### src/hdl/pidc_pkg.sv
// shared types, constants and helpers for the clamped trapezoid pid controller
package pidc_pkg;

	// field widths
	localparam int DATA_W  = 32;
	localparam int GAIN_W  = 24;
	localparam int US_W    = 24;
	localparam int SF_W    = 17;
	localparam int DLIM_W  = 31;
	localparam int INTEG_W = 48;

	// shared multiplier operand and product widths
	localparam int MUL_A_W = 34;
	localparam int MUL_B_W = 25;
	localparam int PROD_W  = MUL_A_W + MUL_B_W;

	// divider: magnitude width of the dividend, divisor width
	localparam int DIV_NW  = 57;
	localparam int DIV_DW  = 24;
	localparam int DIV_CW  = $clog2(DIV_NW + 1);

	// gain product floored by 2^16
	localparam int TERM_W  = 41;
	localparam int SUM_W   = TERM_W + 2;

	// fixed point and time constants
	localparam int Q_SHIFT        = 16;
	localparam int Q_ONE          = 65536;
	localparam int US_PER_S       = 1000000;
	localparam int AREA_DIV       = 2 * US_PER_S;
	localparam int INTEGRAL_LIMIT = 30000;
	localparam logic signed [INTEG_W-1:0] INTEG_LIM_Q =
		INTEG_W'(INTEGRAL_LIMIT) <<< Q_SHIFT;

	// configuration register indexes
	typedef enum logic [2:0] {
		REG_TARGET      = 3'd0,
		REG_KP          = 3'd1,
		REG_KI          = 3'd2,
		REG_KD          = 3'd3,
		REG_START       = 3'd4,
		REG_DLIM        = 3'd5,
		REG_OUT_LOW     = 3'd6,
		REG_OUT_HIGH    = 3'd7
	} cfg_reg_t;

	// request to the shared multiplier
	typedef struct packed {
		logic                       en;
		logic signed [MUL_A_W-1:0]  a;
		logic signed [MUL_B_W-1:0]  b;
	} mul_req_t;

	// request to the shared divider
	typedef struct packed {
		logic                       start;
		logic signed [DIV_NW:0]     num;
		logic [DIV_DW-1:0]          den;
	} div_req_t;

	// saturate a floored gain product to 32 bits
	function automatic logic signed [DATA_W-1:0] sat_term(input logic signed [TERM_W-1:0] v);
		if ((&v[TERM_W-1:DATA_W-1]) || !(|v[TERM_W-1:DATA_W-1]))
			return v[DATA_W-1:0];
		else if (v[TERM_W-1])
			return {1'b1, {(DATA_W-1){1'b0}}};
		else
			return {1'b0, {(DATA_W-1){1'b1}}};
	endfunction

endpackage

### src/hdl/pidc_mul.sv
// shared signed multiplier with a registered product
module pidc_mul import pidc_pkg::*; (
	input  logic                     clk,
	input  mul_req_t                 req,
	output logic signed [PROD_W-1:0] prod
);

	logic signed [PROD_W-1:0] prod_q;

	// product loads only when a pass is issued, otherwise it holds
	always_ff @(posedge clk) begin
		if (req.en) begin
			prod_q <= PROD_W'(req.a) * PROD_W'(req.b);
		end
	end

	assign prod = prod_q;

endmodule

### src/hdl/pidc_div.sv
// shift-subtract divider, one quotient bit per cycle, truncates toward zero
module pidc_div import pidc_pkg::*; (
	input  logic                   clk,
	input  logic                   arst_n,
	input  div_req_t               req,
	output logic                   done,
	output logic signed [DIV_NW:0] quot
);

	logic [DIV_CW-1:0]  cnt_q;
	logic               done_q;
	logic               neg_q;
	logic [DIV_NW-1:0]  quo_q;
	logic [DIV_DW-1:0]  rem_q;
	logic [DIV_DW-1:0]  den_q;
	logic [DIV_DW:0]    shifted;
	logic [DIV_DW+1:0]  trial;
	logic [DIV_NW-1:0]  num_abs;

	// magnitude of the dividend
	assign num_abs = req.num[DIV_NW] ? DIV_NW'(-req.num) : DIV_NW'(req.num);

	// one restoring step
	assign shifted = {rem_q, quo_q[DIV_NW-1]};
	assign trial   = {1'b0, shifted} - {2'b00, den_q};

	// control: step counter and completion pulse
	always_ff @(posedge clk or negedge arst_n) begin
		if (!arst_n) begin
			cnt_q  <= '0;
			done_q <= 1'b0;
		end else begin
			done_q <= 1'b0;
			if (req.start) begin
				cnt_q <= DIV_CW'(DIV_NW);
			end else if (cnt_q != '0) begin
				cnt_q <= cnt_q - 1'b1;
				if (cnt_q == DIV_CW'(1)) begin
					done_q <= 1'b1;
				end
			end
		end
	end

	// datapath: remainder and quotient shift register
	always_ff @(posedge clk) begin
		if (req.start) begin
			quo_q <= num_abs;
			rem_q <= '0;
			den_q <= req.den;
			neg_q <= req.num[DIV_NW];
		end else if (cnt_q != '0) begin
			if (!trial[DIV_DW+1]) begin
				rem_q <= trial[DIV_DW-1:0];
				quo_q <= {quo_q[DIV_NW-2:0], 1'b1};
			end else begin
				rem_q <= shifted[DIV_DW-1:0];
				quo_q <= {quo_q[DIV_NW-2:0], 1'b0};
			end
		end
	end

	assign done = done_q;
	assign quot = neg_q ? -$signed({1'b0, quo_q}) : $signed({1'b0, quo_q});

endmodule

### src/hdl/pid_controller_trapezoid_clamped_unit.sv
// top level: pid controller with trapezoid integral, clamps and output bounds
// One sample at a time. The first sample after reset skips the area, gate and
// slope steps and goes straight to the integral clamp. For every later sample,
// the time to its result and to the next acceptance is set by two 57-step passes
// through the shared shift-subtract divider (the trapezoid area over 2e6 and the
// slope over elapsed time), six passes through the shared multiplier and the
// sequencer steps around them. in_ready is high only while the sequencer is idle.
// A finished result waits in the output registers and the next sample may be
// accepted meanwhile. If that sample finishes while the result is still waiting,
// the sequencer holds until the receiver takes the result. All values are signed
// Q16.16, gains unsigned Q8.16. An elapsed time of zero counts as one microsecond.
module pid_controller_trapezoid_clamped_unit import pidc_pkg::*; (
	input  logic                      clk,
	input  logic                      arst_n,
	input  logic                      cfg_we,
	input  logic [2:0]                cfg_index,
	input  logic [DATA_W-1:0]         cfg_data,
	input  logic                      in_valid,
	output logic                      in_ready,
	input  logic signed [DATA_W-1:0]  feedback,
	input  logic [US_W-1:0]           elapsed_us,
	output logic                      out_valid,
	input  logic                      out_ready,
	output logic signed [DATA_W-1:0]  drive,
	output logic signed [DATA_W-1:0]  error_value,
	output logic signed [DATA_W-1:0]  p_term,
	output logic signed [DATA_W-1:0]  i_term,
	output logic signed [DATA_W-1:0]  d_term,
	output logic signed [DATA_W-1:0]  integral_now
);

	typedef enum logic [13:0] {
		S_IDLE    = 14'b00000000000001,
		S_ERR     = 14'b00000000000010,
		S_M_AREA  = 14'b00000000000100,
		S_M_GATE  = 14'b00000000001000,
		S_M_SLOPE = 14'b00000000010000,
		S_W_AREA  = 14'b00000000100000,
		S_D_SLOPE = 14'b00000001000000,
		S_W_SLOPE = 14'b00000010000000,
		S_CLAMP   = 14'b00000100000000,
		S_M_P     = 14'b00001000000000,
		S_M_I     = 14'b00010000000000,
		S_M_D     = 14'b00100000000000,
		S_SUM     = 14'b01000000000000,
		S_FIN     = 14'b10000000000000
	} state_t;

	state_t state_q, state_d;

	// configuration registers
	logic signed [DATA_W-1:0]  target_q;
	logic [GAIN_W-1:0]         kp_q, ki_q, kd_q;
	logic [SF_W-1:0]           sf_q;
	logic [DLIM_W-1:0]         dlim_q;
	logic signed [DATA_W-1:0]  out_low_q, out_high_q;

	// controller state
	logic                      first_q;
	logic signed [DATA_W-1:0]  prev_err_q;
	logic signed [INTEG_W-1:0] integral_q;
	logic signed [DATA_W-1:0]  slope_q;

	// per-sample working registers
	logic signed [DATA_W-1:0]  fb_q;
	logic [US_W-1:0]           us_q;
	logic signed [DATA_W-1:0]  err_q;
	logic                      gate_ok_q;
	logic signed [TERM_W-1:0]  pfull_q, ifull_q, dfull_q;
	logic signed [SUM_W-1:0]   sum_q;

	// result registers
	logic                      out_valid_q;
	logic signed [DATA_W-1:0]  drive_q, error_q, p_q, i_q, d_q, integ_out_q;

	// shared units
	mul_req_t                  mul_req;
	logic signed [PROD_W-1:0]  prod;
	div_req_t                  div_req;
	logic                      div_done;
	logic signed [DIV_NW:0]    div_quot;

	// combinational helpers
	logic signed [DATA_W:0]    err_wide;
	logic signed [DATA_W-1:0]  err_sat;
	logic signed [PROD_W-1:0]  err_scaled;
	logic signed [DIV_NW:0]    dlim_ext;
	logic signed [SUM_W-1:0]   sum_hi, drive_clamped;
	logic                      in_acc, out_free;

	assign in_acc   = in_valid && in_ready;
	assign out_free = !out_valid_q || out_ready;

	// saturating error from the latched sample
	assign err_wide = (DATA_W+1)'(target_q) - (DATA_W+1)'(fb_q);
	always_comb begin
		if (err_wide[DATA_W] == err_wide[DATA_W-1])
			err_sat = err_wide[DATA_W-1:0];
		else if (err_wide[DATA_W])
			err_sat = {1'b1, {(DATA_W-1){1'b0}}};
		else
			err_sat = {1'b0, {(DATA_W-1){1'b1}}};
	end

	assign err_scaled = PROD_W'(err_q) <<< Q_SHIFT;
	assign dlim_ext   = $signed({{(DIV_NW+1-DLIM_W){1'b0}}, dlim_q});

	// configuration writes
	always_ff @(posedge clk or negedge arst_n) begin
		if (!arst_n) begin
			target_q   <= '0;
			kp_q       <= '0;
			ki_q       <= '0;
			kd_q       <= '0;
			sf_q       <= '0;
			dlim_q     <= '1;
			out_low_q  <= {1'b1, {(DATA_W-1){1'b0}}};
			out_high_q <= {1'b0, {(DATA_W-1){1'b1}}};
		end else if (cfg_we) begin
			unique case (cfg_reg_t'(cfg_index))
				REG_TARGET:   target_q   <= cfg_data;
				REG_KP:       kp_q       <= cfg_data[GAIN_W-1:0];
				REG_KI:       ki_q       <= cfg_data[GAIN_W-1:0];
				REG_KD:       kd_q       <= cfg_data[GAIN_W-1:0];
				REG_START:    sf_q       <= cfg_data[SF_W-1:0];
				REG_DLIM:     dlim_q     <= cfg_data[DLIM_W-1:0];
				REG_OUT_LOW:  out_low_q  <= cfg_data;
				REG_OUT_HIGH: out_high_q <= cfg_data;
				default: ;
			endcase
		end
	end

	// multiplier operand selection per sequencer step
	always_comb begin
		mul_req.en = 1'b0;
		mul_req.a  = '0;
		mul_req.b  = '0;
		unique case (state_q)
			S_M_AREA: begin
				mul_req.en = 1'b1;
				mul_req.a  = MUL_A_W'(prev_err_q) + MUL_A_W'(err_q);
				mul_req.b  = $signed({1'b0, us_q});
			end
			S_M_GATE: begin
				mul_req.en = 1'b1;
				mul_req.a  = MUL_A_W'(target_q);
				mul_req.b  = MUL_B_W'($signed(
					(SF_W+1)'(Q_ONE) - {1'b0, sf_q}));
			end
			S_M_SLOPE: begin
				mul_req.en = 1'b1;
				mul_req.a  = MUL_A_W'(err_q) - MUL_A_W'(prev_err_q);
				mul_req.b  = MUL_B_W'(US_PER_S);
			end
			S_M_P: begin
				mul_req.en = 1'b1;
				mul_req.a  = MUL_A_W'(err_q);
				mul_req.b  = $signed({1'b0, kp_q});
			end
			S_M_I: begin
				mul_req.en = 1'b1;
				mul_req.a  = MUL_A_W'($signed(integral_q[DATA_W-1:0]));
				mul_req.b  = $signed({1'b0, ki_q});
			end
			S_M_D: begin
				mul_req.en = 1'b1;
				mul_req.a  = MUL_A_W'(slope_q);
				mul_req.b  = $signed({1'b0, kd_q});
			end
			default: ;
		endcase
	end

	// divider start: area over 2e6, then slope over elapsed time
	always_comb begin
		div_req.start = 1'b0;
		div_req.num   = prod[DIV_NW:0];
		div_req.den   = DIV_DW'(AREA_DIV);
		if (state_q == S_M_GATE) begin
			div_req.start = 1'b1;
		end else if (state_q == S_D_SLOPE) begin
			div_req.start = 1'b1;
			div_req.den   = us_q;
		end
	end

	pidc_mul u_mul (
		.clk  (clk),
		.req  (mul_req),
		.prod (prod)
	);

	pidc_div u_div (
		.clk    (clk),
		.arst_n (arst_n),
		.req    (div_req),
		.done   (div_done),
		.quot   (div_quot)
	);

	// sequencer
	always_comb begin
		state_d = state_q;
		unique case (state_q)
			S_IDLE:    if (in_valid) state_d = S_ERR;
			S_ERR:     state_d = first_q ? S_CLAMP : S_M_AREA;
			S_M_AREA:  state_d = S_M_GATE;
			S_M_GATE:  state_d = S_M_SLOPE;
			S_M_SLOPE: state_d = S_W_AREA;
			S_W_AREA:  if (div_done) state_d = S_D_SLOPE;
			S_D_SLOPE: state_d = S_W_SLOPE;
			S_W_SLOPE: if (div_done) state_d = S_CLAMP;
			S_CLAMP:   state_d = S_M_P;
			S_M_P:     state_d = S_M_I;
			S_M_I:     state_d = S_M_D;
			S_M_D:     state_d = S_SUM;
			S_SUM:     state_d = S_FIN;
			S_FIN:     if (out_free) state_d = S_IDLE;
			default:   state_d = S_IDLE;
		endcase
	end

	assign in_ready = (state_q == S_IDLE);

	// control state
	always_ff @(posedge clk or negedge arst_n) begin
		if (!arst_n) begin
			state_q     <= S_IDLE;
			first_q     <= 1'b1;
			prev_err_q  <= '0;
			integral_q  <= '0;
			slope_q     <= '0;
			out_valid_q <= 1'b0;
		end else begin
			state_q <= state_d;
			// integrate the area when the gate allows it
			if (state_q == S_W_AREA && div_done && gate_ok_q) begin
				integral_q <= integral_q + div_quot[INTEG_W-1:0];
			end
			// clamped slope
			if (state_q == S_W_SLOPE && div_done) begin
				if (div_quot > dlim_ext)
					slope_q <= dlim_ext[DATA_W-1:0];
				else if (div_quot < -dlim_ext)
					slope_q <= DATA_W'(-dlim_ext);
				else
					slope_q <= div_quot[DATA_W-1:0];
			end
			// symmetric integral clamp
			if (state_q == S_CLAMP) begin
				if (integral_q > INTEG_LIM_Q)
					integral_q <= INTEG_LIM_Q;
				else if (integral_q < -INTEG_LIM_Q)
					integral_q <= -INTEG_LIM_Q;
			end
			// commit the sample, or retire a taken result
			if (state_q == S_FIN && out_free) begin
				out_valid_q <= 1'b1;
				first_q     <= 1'b0;
				prev_err_q  <= err_q;
			end else if (out_valid_q && out_ready) begin
				out_valid_q <= 1'b0;
			end
		end
	end

	// output bounds: upper first, then lower
	assign sum_hi = (sum_q > SUM_W'(out_high_q)) ? SUM_W'(out_high_q) : sum_q;
	assign drive_clamped = (sum_hi < SUM_W'(out_low_q)) ? SUM_W'(out_low_q) : sum_hi;

	// working and result datapath
	always_ff @(posedge clk) begin
		if (in_acc) begin
			fb_q <= feedback;
			us_q <= (elapsed_us == '0) ? US_W'(1) : elapsed_us;
		end
		if (state_q == S_ERR) begin
			err_q <= err_sat;
		end
		if (state_q == S_M_SLOPE) begin
			gate_ok_q <= err_scaled < prod;
		end
		if (state_q == S_M_I) begin
			pfull_q <= prod[TERM_W+Q_SHIFT-1:Q_SHIFT];
		end
		if (state_q == S_M_D) begin
			ifull_q <= prod[TERM_W+Q_SHIFT-1:Q_SHIFT];
		end
		if (state_q == S_SUM) begin
			dfull_q <= prod[TERM_W+Q_SHIFT-1:Q_SHIFT];
			sum_q   <= SUM_W'(pfull_q) + SUM_W'(ifull_q)
				+ SUM_W'($signed(prod[TERM_W+Q_SHIFT-1:Q_SHIFT]));
		end
		if (state_q == S_FIN && out_free) begin
			drive_q     <= drive_clamped[DATA_W-1:0];
			error_q     <= err_q;
			p_q         <= sat_term(pfull_q);
			i_q         <= sat_term(ifull_q);
			d_q         <= sat_term(dfull_q);
			integ_out_q <= integral_q[DATA_W-1:0];
		end
	end

	assign out_valid    = out_valid_q;
	assign drive        = drive_q;
	assign error_value  = error_q;
	assign p_term       = p_q;
	assign i_term       = i_q;
	assign d_term       = d_q;
	assign integral_now = integ_out_q;

	// one sample in flight: no new transaction right after acceptance
	assert property (@(posedge clk) disable iff (!arst_n)
		in_acc |=> !in_ready)
		else $error("input accepted while a sample is in progress");

	// divider completes only while the sequencer waits for it
	assert property (@(posedge clk) disable iff (!arst_n)
		div_done |-> (state_q == S_W_AREA || state_q == S_W_SLOPE))
		else $error("divider completion outside a wait step");

	// integral is within its limit once clamped
	assert property (@(posedge clk) disable iff (!arst_n)
		(state_q == S_M_P) |-> (integral_q <= INTEG_LIM_Q && integral_q >= -INTEG_LIM_Q))
		else $error("integral outside its limit after clamping");

endmodule
### config.mk
export PLATFORM = sky130hd
export DESIGN_NAME = pid_controller_trapezoid_clamped_unit
export DESIGN_NICKNAME = d
export VERILOG_FILES = /design/src/hdl/pidc_pkg.sv /design/src/hdl/pidc_mul.sv /design/src/hdl/pidc_div.sv /design/src/hdl/pid_controller_trapezoid_clamped_unit.sv
export SDC_FILE = /design/constraint.sdc
export NUM_CORES = 2
export LEC_CHECK = 0
export ABC_AREA = 1
export ABC_CLOCK_PERIOD_IN_PS = 31600
export BUFFER_PORTS_ARGS = -buffer_cell sky130_fd_sc_hd__buf_4
export CELL_PAD_IN_SITES_DETAIL_PLACEMENT = 0
export CELL_PAD_IN_SITES_GLOBAL_PLACEMENT = 2
export CORE_ASPECT_RATIO = 2
export CORE_MARGIN = 5
export CORE_UTILIZATION = 42
export DETAILED_ROUTE_END_ITERATION = 7
export GPL_TIMING_DRIVEN = 0
export PLACE_DENSITY_LB_ADDON = 0.1
export SLEW_MARGIN = 20
export SYNTH_ARGS = -nofsm -noshare
export SYNTH_HDL_FRONTEND = slang
export SYNTH_HIERARCHICAL = 1
export SYNTH_SLANG_ARGS = --single-unit
export TNS_END_PERCENT = 50
### constraint.sdc
create_clock -name clk -period 31.6 [get_ports clk]
set_input_delay 1.58 -clock clk [delete_from_list [all_inputs] [get_ports clk]]
set_output_delay 1.58 -clock clk [all_outputs]
set_load 0.02 [all_outputs]
Yosys cells after proc, flatten, opt, wreduce, memory -nomap -nowiden
Index checks and enable logic that the tools add are counted.
W data, S select, Z words.
- add/sub/neg operators: 12
- multiply operators: 1
- magnitude comparators: 7
- equal/unequal tests: 27
- muxes and demuxes: 38
- bitwise logic cells: 1
- reductions and logical operators: 35
- operators with widths (operator ; count):
    $pmux W60 S6 ; 1
    $mux W32 ; 11
    $pmux W14 S14 ; 1
    $mux W48 ; 4
    $mux W57 ; 3
    $sub A32 B32 Y33 ; 2
    $lt A48 B59 Y1 ; 1
    $mul A34 B25 Y59 ; 1
    $gt A58 B32 Y1 ; 1
    $lt A58 B58 Y1 ; 1
    $mux W58 ; 1
    $neg A31 Y58 ; 1
    $neg A57 Y58 ; 1
    $neg A57 Y57 ; 1
    $mux W14 ; 4
    $add A48 B48 Y48 ; 1
    $gt A48 B32 Y1 const B ; 1
    $lt A48 B32 Y1 const B ; 1
    $add A42 B41 Y43 ; 1
    $gt A43 B32 Y1 ; 1
    $lt A43 B32 Y1 ; 1
    $mux W43 ; 1
    $add A41 B41 Y42 ; 1
    $add A32 B32 Y33 ; 1
    other kinds (41) ; 78
- flip-flop bits (word level): 963
- bits of input ports: 96
- output and inout bits: 194
- logic and storage cells: 156

Depth between registers and ports, before layout
- word-level depth: 7
- depth in mapped cells: 59
- depth with buffers taken out: 56

Modules after synthesis
Netlist, hierarchy kept.
- by module, submodules not included (module ; instances ; cells an instance ; area each (um^2) ; seq. area each (um^2)):
    pid_controller_trapezoid_clamped_unit ; 1 ; 5455 ; 48129.9 ; 22112.5
    pidc_mul ; 1 ; 4477 ; 34469.3 ; 1771.7
    pidc_div ; 1 ; 1761 ; 10711.5 ; 3118.0

Least setup slack after synthesis
OpenSTA, ideal clock, no wires.
- path kind: reg2reg
- from: register state_q[11]
- to: register u_mul.prod_q[52] (netlist: u_mul/prod[52]), data pin
- library setup time: 252 ps
- arrival: 9646 ps
- data required time: 31348 ps
- slack: 21702 ps
- stages on the path, launching flop included: 50
- path buffers: 3
- clock period less this slack: 9898 ps
- path through: dfrtp_1 > nor2_1 > inv_2 > nor2_2 > inv_2 > nor2_2 > inv_2 > nor2_2 > inv_2 > nor2_2 > clkbuf_1 > a21oi_1 > fa_1 > inv_1 > nand3_1 > nand2_1 > a21oi_1 > o21ai_1 > [14 not listed] > fa_1 > fa_1 > fa_1 > fa_1 > inv_1 > fa_1 > inv_1 > ha_1 > nand2_1 > inv_1 > nand2_1 > nor2_1 > and2_1 > and2_1 > nand2_1 > nand2_1 > nand2_1 > nand2_1
- RTL lines (what ; line ; source):
    start: declaration ; pid_controller_trapezoid_clamped_unit.sv:49 ; state_t state_q, state_d;
    start signal: assignment ; pid_controller_trapezoid_clamped_unit.sv:236 ; state_q <= state_d;
    end signal: assignment ; pidc_mul.sv:13 ; prod_q <= PROD_W'(req.a) * PROD_W'(req.b);
    end: declaration ; pidc_mul.sv:8 ; logic signed [PROD_W-1:0] prod_q;

==> metrics.txt <==
# TYPE chip_impl_metric gauge
chip_impl_info{name="result_of_the_run",value="finished, final reports clean"} 1
chip_impl_metric{name="syn-cell-area",unit="sq mm"} 0.0933
chip_impl_metric{name="first_global_vias",unit=""} 88200
chip_impl_metric{name="routed_via_density",unit=""} 5.61
chip_impl_info{name="synth.most_common_cell",value="sky130_fd_sc_hd__nand2_1"} 1
chip_impl_metric{name="fin_total_pwr",unit="mW"} 5.40
chip_impl_metric{name="fin_crit",unit="ps"} 14610
chip_impl_metric{name="grt_usage",unit=""} 0.421
chip_impl_info{name="synthDominantAreaCellType",value="sky130_fd_sc_hd__fa_1"} 1
chip_impl_metric{name="synthesis.instances",unit=""} 11700
chip_impl_metric{name="max_freq",unit="MHz"} 68.5
chip_impl_metric{name="initial_standard_cell_utilization_of_the_core",unit=""} 0.422
chip_impl_metric{name="grt_pass1_wl",unit="microns"} 674000
chip_impl_metric{name="timing.critical_path.required",unit="ps"} 32070
chip_impl_metric{name="die-area",unit="sq mm"} 0.232
chip_impl_metric{name="std_cell_rows",unit=""} 244
chip_impl_metric{name="clkSinkCount",unit=""} 963
chip_impl_metric{name="finalWeightedCongestion",unit=""} 1.08
chip_impl_metric{name="clkTransAtPathRegs",unit="ps"} 70
chip_impl_metric{name="peakVddDrop",unit="mV"} 0.0452
chip_impl_metric{name="drt-pass1-iter-count",unit=""} 8
chip_impl_metric{name="vias",unit=""} 85400
chip_impl_metric{name="area.growth.synth_to_final",unit="%"} 11.2
chip_impl_metric{name="core_area",unit="sq mm"} 0.221
chip_impl_metric{name="number_of_enable_flip_flop_cells_after_synthesis",unit=""} 588
chip_impl_info{name="setup.worst_path.start_class",value="flop"} 1
chip_impl_info{name="unrepaired_setup_endpoints_after_global_routing",value="no"} 1
chip_impl_info{name="post_synth_main_area_contributors",value="sky130_fd_sc_hd__fa_1 20%, sky130_fd_sc_hd__edfxtp_1 19%, sky130_fd_sc_hd__nand2_1 12%, sky130_fd_sc_hd__inv_1 10%, sky130_fd_sc_hd__dfrtp_1 7.7%"} 1
chip_impl_info{name="netlist_top_cells_count",value="3,008 x sky130_fd_sc_hd__nand2_1, 2,480 x sky130_fd_sc_hd__inv_1, 911 x sky130_fd_sc_hd__fa_1"} 1
chip_impl_metric{name="antenna_found_initial",unit=""} 61
chip_impl_info{name="yosys_most_used_dff",value="sky130_fd_sc_hd__edfxtp_1"} 1
chip_impl_metric{name="pre_cts_setup_slack",unit="ps"} 17260
chip_impl_metric{name="syn-num-nets",unit=""} 13300
chip_impl_metric{name="synth_sequential_area_ratio",unit=""} 0.289
chip_impl_metric{name="h-tree-depth",unit=""} 3
chip_impl_metric{name="grt_start_max_net_pins",unit=""} 97
chip_impl_metric{name="finish.net_count",unit=""} 13700
chip_impl_metric{name="postSynthRegisterBits",unit=""} 963
chip_impl_metric{name="width_of_the_die",unit="microns"} 343
chip_impl_metric{name="total_of_hold_buffers_inserted_after_clock_tree_synthesis",unit=""} 0
chip_impl_metric{name="drive_gt1_frac",unit=""} 0.0757
chip_impl_metric{name="maxSlewViolCount",unit=""} 0
chip_impl_metric{name="worstSkewPairLatency",unit="ps"} 800
chip_impl_metric{name="timing.critical_path.slowest_cell_delay",unit="ps"} 820
chip_impl_metric{name="totalNegativeSetupSlack",unit="ps"} 0
chip_impl_info{name="critical_path.slowest_cell",value="sky130_fd_sc_hd__fa_1"} 1
chip_impl_metric{name="placedCellCount",unit=""} 15000
chip_impl_metric{name="hold_slack",unit="ps"} 475
chip_impl_info{name="min-delay-path-class",value="reg2reg"} 1
chip_impl_metric{name="route.final.wire_length",unit="microns"} 495000
chip_impl_metric{name="place.port_buffers",unit=""} 289
chip_impl_metric{name="final-instance-count-excl-fill",unit=""} 15200
chip_impl_metric{name="grt.overflow.total",unit=""} 0
chip_impl_metric{name="synthDominantCellAreaShare",unit=""} 0.195
chip_impl_metric{name="post_cts.resized_instances",unit=""} 0
chip_impl_metric{name="async_flop_share",unit=""} 0.364
chip_impl_metric{name="detailedRoute.firstIterationViolations",unit=""} 7024
chip_impl_metric{name="drc",unit=""} 0
chip_impl_metric{name="timing.final.setup_violations",unit=""} 0
chip_impl_metric{name="max_slew.worst_pin.slew",unit="ps"} 1310
chip_impl_metric{name="max_slew_margin_vs_limit",unit=""} 0.127
chip_impl_metric{name="clock_skew",unit="ps"} 76.6
chip_impl_info{name="root_buffer",value="sky130_fd_sc_hd__clkbuf_16"} 1
chip_impl_info{name="path_class",value="reg2reg"} 1
chip_impl_metric{name="power-per-cell-area",unit="mW/mm^2"} 52.0
chip_impl_metric{name="cp.arrival",unit="ps"} 15080
chip_impl_metric{name="detailed_place_hpwl",unit="microns"} 410000
chip_impl_metric{name="drv.max_cap_violation_count",unit=""} 0
chip_impl_metric{name="boundaryPins",unit=""} 290
chip_impl_metric{name="final-hold-violation-count",unit=""} 0
chip_impl_metric{name="clock_path_buffers",unit=""} 3
chip_impl_metric{name="layout_worst_path_cycle_share",unit=""} 0.462
chip_impl_info{name="critPathMostFrequentCell",value="sky130_fd_sc_hd__nand2_1"} 1
chip_impl_metric{name="critical_path.max_fanout",unit=""} 10
chip_impl_metric{name="synth_area_per_cell",unit="sq um"} 7.98
chip_impl_metric{name="final_critical_path_setup_slack",unit="ps"} 17000
chip_impl_metric{name="postCtsSetupBuffers",unit=""} 0
chip_impl_info{name="cts_tree",value="done"} 1
chip_impl_metric{name="power.leakage",unit="nW"} 53.9
chip_impl_metric{name="die_y",unit="microns"} 677
chip_impl_metric{name="ant_nets",unit=""} 0
chip_impl_info{name="crit_path_end_kind",value="flop"} 1
chip_impl_metric{name="synth_warnings",unit=""} 6
chip_impl_metric{name="netlist-cell-type-count",unit=""} 81
chip_impl_metric{name="cts-buffers-inserted",unit=""} 94
chip_impl_metric{name="wirelength_per_cell",unit="microns"} 32.5
-- power by group --
group | switching [mW] | internal (mW)
combinational | 1.64 | 0.648
sequential | 0.262 | 1.58
clock | 0.576 | 0.699
-- path summary, 6_finish.rpt --
| path | to | slack [ps] | from | cells past startpoint |
|---|---|---|---|---|
| setup / recovery | u_mul/prod[43]$_DFFE_PP_ | 17000 | state_q[11]$_DFFE_PN0P_ | 50 |
| min in group asynchronous | out_low_q[17]$_DFFE_PN0P_ | 620 | arst_n | 1 |
| max in group asynchronous | u_div/cnt_q[5]$_DFFE_PN0P_ | 29170 | arst_n | 4 |
| hold / removal | first_q$_DFFE_PN1P_ | 470 | first_q$_DFFE_PN1P_ | 2 |
| hold reg to reg | first_q$_DFFE_PN1P_ | 470 | first_q$_DFFE_PN1P_ | 2 |
| setup reg to reg | u_mul/prod[43]$_DFFE_PP_ | 17000 | state_q[11]$_DFFE_PN0P_ | 50 |
-- per-layer routing --
layer	GRT usage	share of wire	wire length, microns
met5	0.000421	0.00014	68
met4	0.517	0.16	79700
met3	0.0901	0.064	31600
met2	0.728	0.49	243000
met1	0.362	0.28	140000
-- critical path, delay by kind of cell, from the launching register on --
kind            cells  cell delay (ps)
flops               1              390
fa+ha+maj           9             5190
simple gates       16             2630
buf+inv            15             3260
compound gates     10             2710
-- registers in the layout, indices dropped and copies added, names as in the netlist, 31 cells and up --
name and cells:
out_high_q 32, error_value 32, out_low_q 32, target_q 32, pfull_q 41, u_div/quo_q 57, slope_q 32, err_q 32
ifull_q 41, prev_err_q 32, dfull_q 41, dlim_q 31, i_term 32, u_mul/prod 59, p_term 32, drive 32
d_term 32, integral_now 32, integral_q 48, sum_q 43, fb_q 32
-- placed cells by master, fill, tap and decap left out, types with 286 or more instances in the layout --
master                     synthesis  routed
sky130_fd_sc_hd__inv_1          2480    2476
sky130_fd_sc_hd__dfrtp_1         286     286
sky130_fd_sc_hd__nand2_1        3008    3007
sky130_fd_sc_hd__buf_4             3     292
sky130_fd_sc_hd__nand3_1         373     373
sky130_fd_sc_hd__ha_1            558     558
sky130_fd_sc_hd__edfxtp_1        588     588
sky130_fd_sc_hd__o21ai_0         674     671
sky130_fd_sc_hd__a21oi_1         426     426
sky130_fd_sc_hd__nor2_1          686     685
sky130_fd_sc_hd__fa_1            911     910
sky130_fd_sc_hd__clkbuf_1        356     313
-- kinds of logic after synthesis --
| family | after synthesis | share of synthesized area |
|---|---|---|
| AOI/OAI and AO/OA | 1489 | 0.0893 |
| xor gates and xnor gates | 254 | 0.0239 |
| adders and majority gates | 1469 | 0.270 |
| buffers and inverters | 2924 | 0.120 |
| DFF | 963 | 0.289 |
| and+or+nand+nor | 4594 | 0.208 |
-- area by class of cell --
cell class,instances,area [sq um]
Multi-Input combinational cell,7806,55500
Timing Repair Buffer,322,2820
Clock buffer,124,2680
Tap cell,2952,3690
Clock inverter,54,711
Inverter,2504,9410
Fill cell,22700,117000
Buffer,420,1830
Antenna cell,79,198
Sequential cell,963,27000
-- through the flow --
stage	utilization	cell area, sq um
after floorplan	-	93300
after global placement	0.449	99200
after detailed placement	0.453	100000
after CTS	0.469	104000
after global routing	0.469	104000
final	0.470	104000
No activity file was read; power rests on OpenSTA's default activity.
